--- src/design/rlkd_pkg.sv ---
// Shared constants, register indexes and event code tables for the keypad decoder.
package rlkd_pkg;

  localparam int unsigned SampleBitsDef = 10;
  localparam int unsigned CountBitsDef  = 8;

  localparam int unsigned NumKeys  = 6;
  localparam int unsigned RegIdxW  = 3;
  localparam int unsigned HalfW    = 8;
  localparam int unsigned LimitW   = 8;
  localparam int unsigned EventW   = 4;

  localparam logic [HalfW-1:0]  HalfwidthRst = HalfW'(10);
  localparam logic [LimitW-1:0] LimitRst     = LimitW'(50);

  typedef enum logic [RegIdxW-1:0] {
    REG_UP        = 3'd0,
    REG_DOWN      = 3'd1,
    REG_POWER     = 3'd2,
    REG_ADVANCE   = 3'd3,
    REG_FASTER    = 3'd4,
    REG_SLOWER    = 3'd5,
    REG_HALFWIDTH = 3'd6,
    REG_LIMIT     = 3'd7
  } cfg_reg_e;

  localparam logic [EventW-1:0] EV_NONE        = 4'd0;
  localparam logic [EventW-1:0] EV_UP          = 4'd1;
  localparam logic [EventW-1:0] EV_UP_LONG     = 4'd2;
  localparam logic [EventW-1:0] EV_DOWN        = 4'd3;
  localparam logic [EventW-1:0] EV_DOWN_LONG   = 4'd4;
  localparam logic [EventW-1:0] EV_POWER       = 4'd5;
  localparam logic [EventW-1:0] EV_POWER_LONG  = 4'd6;
  localparam logic [EventW-1:0] EV_NEXT        = 4'd7;
  localparam logic [EventW-1:0] EV_FASTER      = 4'd8;
  localparam logic [EventW-1:0] EV_FASTER_LONG = 4'd9;
  localparam logic [EventW-1:0] EV_SLOWER      = 4'd10;
  localparam logic [EventW-1:0] EV_SLOWER_LONG = 4'd11;

  typedef logic [EventW-1:0] event_code_t;
  typedef event_code_t code_tab_t [NumKeys];

  localparam code_tab_t ShortCode = '{
    EV_UP, EV_DOWN, EV_POWER, EV_NEXT, EV_FASTER, EV_SLOWER
  };
  localparam code_tab_t LongCode = '{
    EV_UP_LONG, EV_DOWN_LONG, EV_POWER_LONG, EV_NEXT, EV_FASTER_LONG, EV_SLOWER_LONG
  };

endpackage

--- src/design/resistor_ladder_key_decoder.sv ---
// Resistor-ladder keypad decoder: window compares, press counting and release events.
//
// Usage:
//   Slave stream (s_axis_*) carries one converter sample per word. Master stream
//   (m_axis_*) returns exactly one word per sample: an event code (zero when no
//   key was released) and the LED level after that sample.
//   Configuration is a plain write port: cfg_we_i, cfg_addr_i, cfg_wdata_i; write
//   only while no sample is in flight.
//   Path: an accepted sample is registered in the input register, decoded against
//   the six key windows and registered again in the result register that drives
//   the master side; a master-side stall can hold it in the input register.
//   Throughput: one sample per cycle unless the master stalls; the window compares
//   and the chained counter update sit between the input and result registers.
//   Reset: key state, press counter and LED clear, levels go to zero, half-width
//   to 10 and long-press limit to 50; both stream registers empty.
//   Stall: while m_axis_tready_i is low the result is held; one more sample is
//   taken into the input register, then s_axis_tready_o drops.
module resistor_ladder_key_decoder #(
  parameter int unsigned SAMPLE_BITS = rlkd_pkg::SampleBitsDef,
  parameter int unsigned COUNT_BITS  = rlkd_pkg::CountBitsDef
) (
  input  logic                                 clk_i,
  input  logic                                 rst_ni,
  input  logic                                 s_axis_tvalid_i,
  output logic                                 s_axis_tready_o,
  // [SAMPLE_BITS-1:0] sample, rest zero
  input  logic [((SAMPLE_BITS+7)/8)*8-1:0]     s_axis_tdata_i,
  output logic                                 m_axis_tvalid_o,
  input  logic                                 m_axis_tready_i,
  // [3:0] event_code, [4] led_dim, [7:5] zero
  output logic [7:0]                           m_axis_tdata_o,
  input  logic                                 cfg_we_i,
  input  logic [rlkd_pkg::RegIdxW-1:0]         cfg_addr_i,
  input  logic [SAMPLE_BITS-1:0]               cfg_wdata_i
);
  import rlkd_pkg::*;

  localparam int unsigned SumW = SAMPLE_BITS + 1;
  localparam int unsigned CmpW = (COUNT_BITS > LimitW) ? COUNT_BITS : LimitW;
  localparam logic [COUNT_BITS-1:0] CntMax = {COUNT_BITS{1'b1}};

  logic [SAMPLE_BITS-1:0] level_q [NumKeys];
  logic [HalfW-1:0]       half_q;
  logic [LimitW-1:0]      limit_q;

  logic                   in_vld_q;
  logic [SAMPLE_BITS-1:0] sample_q;
  logic                   out_vld_q;
  event_code_t            code_q, code_d;
  logic                   led_out_q;

  logic [NumKeys-1:0]     held_q, held_d;
  logic [COUNT_BITS-1:0]  cnt_q, cnt_d;
  logic                   led_q, led_d;
  logic [NumKeys-1:0]     win;
  logic                   advance;

  assign advance         = in_vld_q && (!out_vld_q || m_axis_tready_i);
  assign s_axis_tready_o = !in_vld_q || advance;
  assign m_axis_tvalid_o = out_vld_q;
  assign m_axis_tdata_o  = {3'b000, led_out_q, code_q};

  // configuration registers
  always_ff @(posedge clk_i or negedge rst_ni) begin
    if (!rst_ni) begin
      for (int i = 0; i < NumKeys; i++) level_q[i] <= '0;
      half_q  <= HalfwidthRst;
      limit_q <= LimitRst;
    end else if (cfg_we_i) begin
      case (cfg_reg_e'(cfg_addr_i))
        REG_UP, REG_DOWN, REG_POWER, REG_ADVANCE, REG_FASTER, REG_SLOWER: begin
          level_q[cfg_addr_i] <= cfg_wdata_i;
        end
        REG_HALFWIDTH: half_q  <= cfg_wdata_i[HalfW-1:0];
        REG_LIMIT:     limit_q <= cfg_wdata_i[LimitW-1:0];
        default: ;
      endcase
    end
  end

  // level - hw < s < level + hw, rearranged to stay unsigned
  always_comb begin
    for (int k = 0; k < NumKeys; k++) begin
      win[k] = ((SumW'(sample_q) + SumW'(half_q)) > SumW'(level_q[k])) &&
               ((SumW'(level_q[k]) + SumW'(half_q)) > SumW'(sample_q));
    end
  end

  always_comb begin
    logic done;
    held_d = held_q;
    cnt_d  = cnt_q;
    led_d  = led_q;
    code_d = EV_NONE;
    done   = 1'b0;
    for (int k = 0; k < NumKeys; k++) begin
      if (!done) begin
        if (win[k]) begin
          held_d[k] = 1'b1;
          if (cnt_d != CntMax) cnt_d = cnt_d + 1'b1;
          led_d = !(CmpW'(cnt_d) > CmpW'(limit_q));
        end else if (held_q[k]) begin
          held_d[k] = 1'b0;
          code_d    = (CmpW'(cnt_d) > CmpW'(limit_q)) ? LongCode[k] : ShortCode[k];
          led_d     = 1'b0;
          cnt_d     = '0;
          done      = 1'b1;
        end
      end
    end
  end

  always_ff @(posedge clk_i or negedge rst_ni) begin
    if (!rst_ni) begin
      in_vld_q  <= 1'b0;
      out_vld_q <= 1'b0;
      held_q    <= '0;
      cnt_q     <= '0;
      led_q     <= 1'b0;
    end else begin
      if (s_axis_tvalid_i && s_axis_tready_o) begin
        in_vld_q <= 1'b1;
      end else if (advance) begin
        in_vld_q <= 1'b0;
      end
      if (advance) begin
        out_vld_q <= 1'b1;
        held_q    <= held_d;
        cnt_q     <= cnt_d;
        led_q     <= led_d;
      end else if (m_axis_tready_i) begin
        out_vld_q <= 1'b0;
      end
    end
  end

  always_ff @(posedge clk_i) begin
    if (s_axis_tvalid_i && s_axis_tready_o) begin
      sample_q <= s_axis_tdata_i[SAMPLE_BITS-1:0];
    end
    if (advance) begin
      code_q    <= code_d;
      led_out_q <= led_d;
    end
  end

endmodule
--- config.mk ---
export PLATFORM = sky130hd
export DESIGN_NAME = resistor_ladder_key_decoder
export DESIGN_NICKNAME = d
export VERILOG_FILES = /design/src/design/rlkd_pkg.sv /design/src/design/resistor_ladder_key_decoder.sv
export SDC_FILE = /design/constraint.sdc
export NUM_CORES = 1
export LEC_CHECK = 0
export ABC_AREA = 0
export BUFFER_PORTS_ARGS = -buffer_cell sky130_fd_sc_hd__buf_2
export CORE_MARGIN = 10
export CORE_UTILIZATION = 40
export DETAILED_ROUTE_END_ITERATION = 16
export GPL_ROUTABILITY_DRIVEN = 0
export PLACE_DENSITY = 0.59
export SYNTH_ARGS = -nofsm -noshare
export SYNTH_HDL_FRONTEND = slang
export SYNTH_SLANG_ARGS = --single-unit
--- constraint.sdc ---
create_clock -name clk_i -period 14.7 [get_ports clk_i]
set_clock_uncertainty 0.05 [all_clocks]
set_input_delay 2.205 -clock clk_i [delete_from_list [all_inputs] [get_ports clk_i]]
set_output_delay 2.205 -clock clk_i [all_outputs]
set_load 0.05 [all_outputs]
==> flow_summary.toml, run 1 <==
[power]
seq_power_share_pct = 14.1
p_leak_nw = 7.20
netSwitchingPower_mw = 1.76
p_int_mw = 1.57
p_clk_share_pct = 8.1
combPwrFrac_pct = 77.7
peakVddDrop_uv = 113
switching_share_pct = 52.9
power.density_nw_per_um2 = 214

[setup_path]
path_depth = 61
end_kind = "flop"
rr_worst_depth = 61
crit_type = "reg2reg"
path_delay_family = "compound AO/OA/AOI/OAI gates"
critPathLaunchType = "flop"
critPathMaxFanout = 14
worstPathArrival_ns = 13.74
cp_slowest_stage_delay_ns = 0.43
cp_num_buf_inv = 8
path_common_cell = "ha_1"
cp_slowest_cell = "fa_1"
cp.required_ns = 14.95

[clocking]
root_buffer = "clkbuf_16"
cts_max_level = 3
cts_buffer_depth = 2
cts_tree = "done"
cts.sinks = 108
clk_latency_ns = 0.38
cts_buffers = 9
clk_pin_slew_worst_paths_ns = 0.08

[layout]
drive_above_1_share_pct = 11.3
fill_cells = 3520
final_nets = 2045
area_growth_pct = 7.41
stdcell_area_um2 = 15500
n_antenna_cell = 0

[place]
post-dp-hpwl_um = 34300
io_buffers = 34
dpl_cell_area_um2 = 15200

[die]
dieWidth_um = 210
start_util_pct = 40.6
die_y_um = 210
coreArea_um2 = 35700
rows = 69
ios = 44
dieArea_um2 = 44200

[synthesis]
synth_warnings = 0
synth.largest_area_cell = "ha_1"
synth_top_cell_area_share_pct = 23.3
synth.area.top_cells = "ha_1, dfrtp_1, a21oi_1, mux2_2, o21ai_0"
async_reset_ff_share_pct = 86.1
syn-cell-area_um2 = 14500
synth_common_cells = "ha_1, a21oi_1, inv_1, nand2_1, o21ai_0"
synth-seq-cells = 108
synth_cell_types = 99
syn_inst = 1702
synth-edff-count = 15
syn_avg_cell_area_um2 = 8.50
yosysMostFrequentCell = "ha_1"
synth_ff_type = "dfrtp_1"
synth-seq-area-share_pct = 19.2

[status]
outcome = "finished, final reports clean"

[sta]
fmax_mhz = 74.1
timing.final.hold_violations = 0
rsz0062_at_grt = "no"
fin_crit_ns = 13.49
drv_slew = 0
finalSetupTns_ns = 0
worstMarginPinSlew_ns = 1.12
fin_crit_sh_pct = 91.8
finalSetupViolations = 0
maxSlewHeadroom_pct = 25.5

[global_routing]
antenna_found_initial = 0
track_usage_pct = 20.3
grt_pass1_vias = 12900
grt_pass1_wl_um = 71200
grt_max_degree = 69
grt-ovfl-total = 0

[routing]
routed_wl_um = 45600
drt_iter0_markers = 1224
final_antenna_net_count = 0
wire_per_inst_um = 20.7
drcViolationCount = 0
num_vias = 13200
drtPass1Iterations = 6
vias_per_cell = 6.02

[worst_hold_path]
holdPathStages = 1
worstHoldPathType = "reg2reg"

[job]
drv_cap = 0
==> registers in the layout (all words and copies together) (netlist names) <==
name,count
half_q,8
led_q,1
cnt_q,8
m_axis_tvalid_o,1
limit_q,8
level_q,60
in_vld_q,1
led_out_q,1
held_q,6
code_q,4
sample_q,10
==> layer usage <==
metal  track usage, %  part of all wire (%)
met1             27.3                    47
met2             33.1                    45
met3             2.91                   6.2
met4             6.05                   2.2
met5                0                     0
==> cells by family after synthesis <==
group | count (synthesis) | share of synthesized area [%]
compound gates | 532 | 25.3
xor+xnor | 63 | 3.81
fa+ha+maj | 277 | 24.3
buf+inv | 181 | 5.29
flops | 108 | 19.2
mux | 67 | 5.13
other cells | 1 | 0.0259
simple gates | 473 | 16.9
==> power by group through the flow <==
stage | Sequential [mW] | Combinational [mW] | Clock [mW]
final | 0.471 | 2.59 | 0.271
after global routing | 0.480 | 2.90 | 0.285
after CTS | 0.469 | 2.55 | 0.276
after detailed placement | 0.474 | 2.54 | 0
after global placement | 0.472 | 2.48 | 0
after floorplan | 0.452 | 1.91 | 0
==> layout make-up <==
class | count | area, um^2 | share of cell area [%]
Clock buffer | 10 | 239 | 1.54
Clock inverter | 6 | 72.6 | 0.467
Multi-Input combinational cell | 1415 | 11000 | 70.6
Sequential cell | 108 | 2780 | 17.9
Tap cell | 461 | 577 | 3.71
Inverter | 138 | 518 | 3.33
Timing Repair Buffer | 62 | 383 | 2.46
==> worst reg2reg max path: cells and delay by family, from the launching register on <==
kind            cells  cell delay [ns]
compound gates     23             4.93
xor+xnor            2             0.31
fa+ha+maj           9             2.71
buf+inv             8             1.09
flops               1             0.38
mux                 2             0.73
simple gates       17             3.21
==> worst paths after layout <==
| check | from | to | slack, ns |
|---|---|---|---|
| hold reg to reg | in_vld_q$_DFFE_PN0P_ | m_axis_tvalid_o$_DFFE_PN0P_ | 0.45 |
| max in group asynchronous | rst_ni | level_q[23]$_DFFE_PN0P_ | 11.69 |
| setup / recovery | half_q[0]$_DFFE_PN0P_ | led_q$_DFFE_PN0P_ | 1.21 |
| setup reg to reg | half_q[0]$_DFFE_PN0P_ | led_q$_DFFE_PN0P_ | 1.21 |
| min in group asynchronous | rst_ni | level_q[7]$_DFFE_PN0P_ | 1.67 |
| hold / removal | in_vld_q$_DFFE_PN0P_ | m_axis_tvalid_o$_DFFE_PN0P_ | 0.45 |
==> repair_timing <==
action / 4_1_cts / 5_1_grt
gates resized for setup: 0 / 4
hold buffers: 0 / 0
setup buffers: 0 / 0
endpoints found under the setup margin: 0 / 2
==> layout by cell type (no fill, tap or decap), types with 44 or more instances in the layout <==
cell       n
nand3_1   49
nand2_1  128
inv_1    134
a21oi_1  136
a21o_1    44
xnor2_1   53
o21ai_0  110
mux2_2    49
nor2_1    83
dfrtp_1   88
ha_1     270
==> stage by stage <==
| step | cells | utilization, % | total power [mW] | setup WS, ns | hold slack [ns] |
|---|---|---|---|---|---|
| 2_1_floorplan | 1704 | - | 2.36 | 2.65 | 0.407 |
| 3_3_place_gp | 2184 | 42.7 | 2.95 | 1.20 | 0.429 |
| 3_5_place_dp | 2184 | 42.7 | 3.01 | 1.13 | 0.438 |
| 4_1_cts | 2200 | 43.5 | 3.30 | 1.02 | 0.456 |
| 5_1_grt | 2200 | 43.6 | 3.67 | 0.0626 | 0.479 |
| 6_report | 2200 | 43.6 | 3.33 | 1.21 | 0.447 |
Note: power is estimated with default switching activity, not from simulation.
==> run 2, diff against run 1 <==
--- a/config.mk
+++ b/config.mk
@@ -11,6 +11,7 @@
 export CORE_UTILIZATION = 40
 export DETAILED_ROUTE_END_ITERATION = 16
 export GPL_ROUTABILITY_DRIVEN = 0
+export MAX_ROUTING_LAYER = met4
 export PLACE_DENSITY = 0.59
 export SYNTH_ARGS = -nofsm -noshare
 export SYNTH_HDL_FRONTEND = slang
==> run 2 against run 1 <==
Against the previous run: sequential power about the same; clock power hardly changed; via count about the same; count of clock-buffer cells in the layout stayed put; wire length about the same; non-clock buffer count unchanged; setup slack improved by 0.022 ns; sequential cell count did not move; utilization about the same; largest power group unchanged.
==> flow_summary.toml, run 2 (synthesized netlist as in run 1, its figures left out) <==
[place]
dpl_cell_area_um2 = 15200
post-dp-hpwl_um = 34300
io_buffers = 34
dp_cells = 2184

[sta]
fmax_mhz = 74.3
fin_crit_sh_pct = 91.6
rsz0062_at_grt = "no"
maxSlewHeadroom_pct = 27.0
worstMarginPinSlew_ns = 1.09
finalSetupViolations = 0
finalSetupTns_ns = 0
drv_slew = 0
timing.final.hold_violations = 0
fin_crit_ns = 13.47

[layout]
largest_reg_flops = 60
top_regs = "level_q: 60 flops, sample_q: 10 flops"
top_register = "level_q"
final_cells = 2201
final_common_cell = "ha_1"
fill_cells = 3519
final_nets = 2045
area_growth_pct = 7.43
layout.core_utilization_pct = 43.6
stdcell_area_um2 = 15500
mostFrequentLayoutCells = "ha_1, a21oi_1, inv_1"
drive_above_1_share_pct = 11.3

[power]
p_leak_nw = 7.20
peakVddDrop_uv = 113
total_power_mw = 3.33
power.density_nw_per_um2 = 214

[global_routing]
grt_pass1_wl_um = 71200
grt_pass1_vias = 12800
track_usage_pct = 20.9
antenna_found_initial = 1
grt-ovfl-total = 0
grt_max_degree = 69

[setup_path]
path_delay_family = "compound AO/OA/AOI/OAI gates"
end_kind = "flop"
cp_num_buf_inv = 8
cp_slowest_cell = "fa_1"
critPathMaxFanout = 14
cp_slowest_stage_delay_ns = 0.43
worstPathArrival_ns = 13.72
critPathLaunchType = "flop"
path_common_cell = "ha_1"
crit_type = "reg2reg"
cp.required_ns = 14.95

[clocking]
cts.sinks = 108
cts_buffer_depth = 2
post-cts-setup-buffer-count = 0
clk_pin_slew_worst_paths_ns = 0.08
cts_tree = "done"
clk_latency_ns = 0.38
cts_max_level = 3
cts_buffers = 9
root_buffer = "clkbuf_16"

[status]
outcome = "finished, final reports clean"

[routing]
routed_wl_um = 45600
num_vias = 13200
drtPass1Iterations = 5
final_antenna_net_count = 0
drcViolationCount = 0
wire_per_inst_um = 20.7
drt_iter0_markers = 1168
vias_per_cell = 6.01

[die]
dieArea_um2 = 44200
dieWidth_um = 210
ios = 44
rows = 69
start_util_pct = 40.6
die_y_um = 210
coreArea_um2 = 35700

[worst_hold_path]
worstHoldPathType = "reg2reg"

[job]
drv_cap = 0
==> run 2: worst paths after layout <==
path	slack (ns)	endpoint	startpoint	cells past startpoint
worst max-delay path	1.23	led_q$_DFFE_PN0P_	half_q[0]$_DFFE_PN0P_	61
worst min-delay path	0.45	m_axis_tvalid_o$_DFFE_PN0P_	in_vld_q$_DFFE_PN0P_	1
worst max register to register	1.23	led_q$_DFFE_PN0P_	half_q[0]$_DFFE_PN0P_	61
worst min register to register	0.45	m_axis_tvalid_o$_DFFE_PN0P_	in_vld_q$_DFFE_PN0P_	1
max in group asynchronous	11.70	level_q[23]$_DFFE_PN0P_	rst_ni	2
min in group asynchronous	1.67	level_q[7]$_DFFE_PN0P_	rst_ni	1
==> run 2: per-layer routing <==
metal,GRT usage [%],share of wire (%),vias up
met5,-,0,-
met4,5.82,2.3,0
met3,2.55,6.8,70
li1,-,-,6410
met1,27.5,46,6289
met2,33.3,45,467
==> run 2: layout make-up <==
class | count | area [um^2] | area share, %
multi-input cells | 1415 | 11000 | 70.6
inverters | 138 | 518 | 3.33
well taps | 461 | 577 | 3.71
clock inverters | 6 | 72.6 | 0.467
diodes | 1 | 2.50 | 0.0161
flip-flops and latches | 108 | 2780 | 17.9
repair buffers | 62 | 383 | 2.46
clock buffers | 10 | 239 | 1.54
==> run 2: report_power, final <==
group          switching [mW]  total, mW  internal, mW
Clock                   0.131      0.270         0.139
Sequential             0.0933      0.471         0.378
Combinational            1.54       2.59          1.05
==> run 2: what timing repair did <==
item	in CTS	in global routing
resized for setup	0	4
setup endpoints to repair	0	2
hold buffers	0	0
==> run 2: through the flow <==
step	setup WS (ns)	hold WS [ns]
6_report	1.23	0.447
4_1_cts	1.02	0.456
3_5_place_dp	1.13	0.438
2_1_floorplan	2.65	0.407
3_3_place_gp	1.20	0.429
5_1_grt	0.0760	0.479
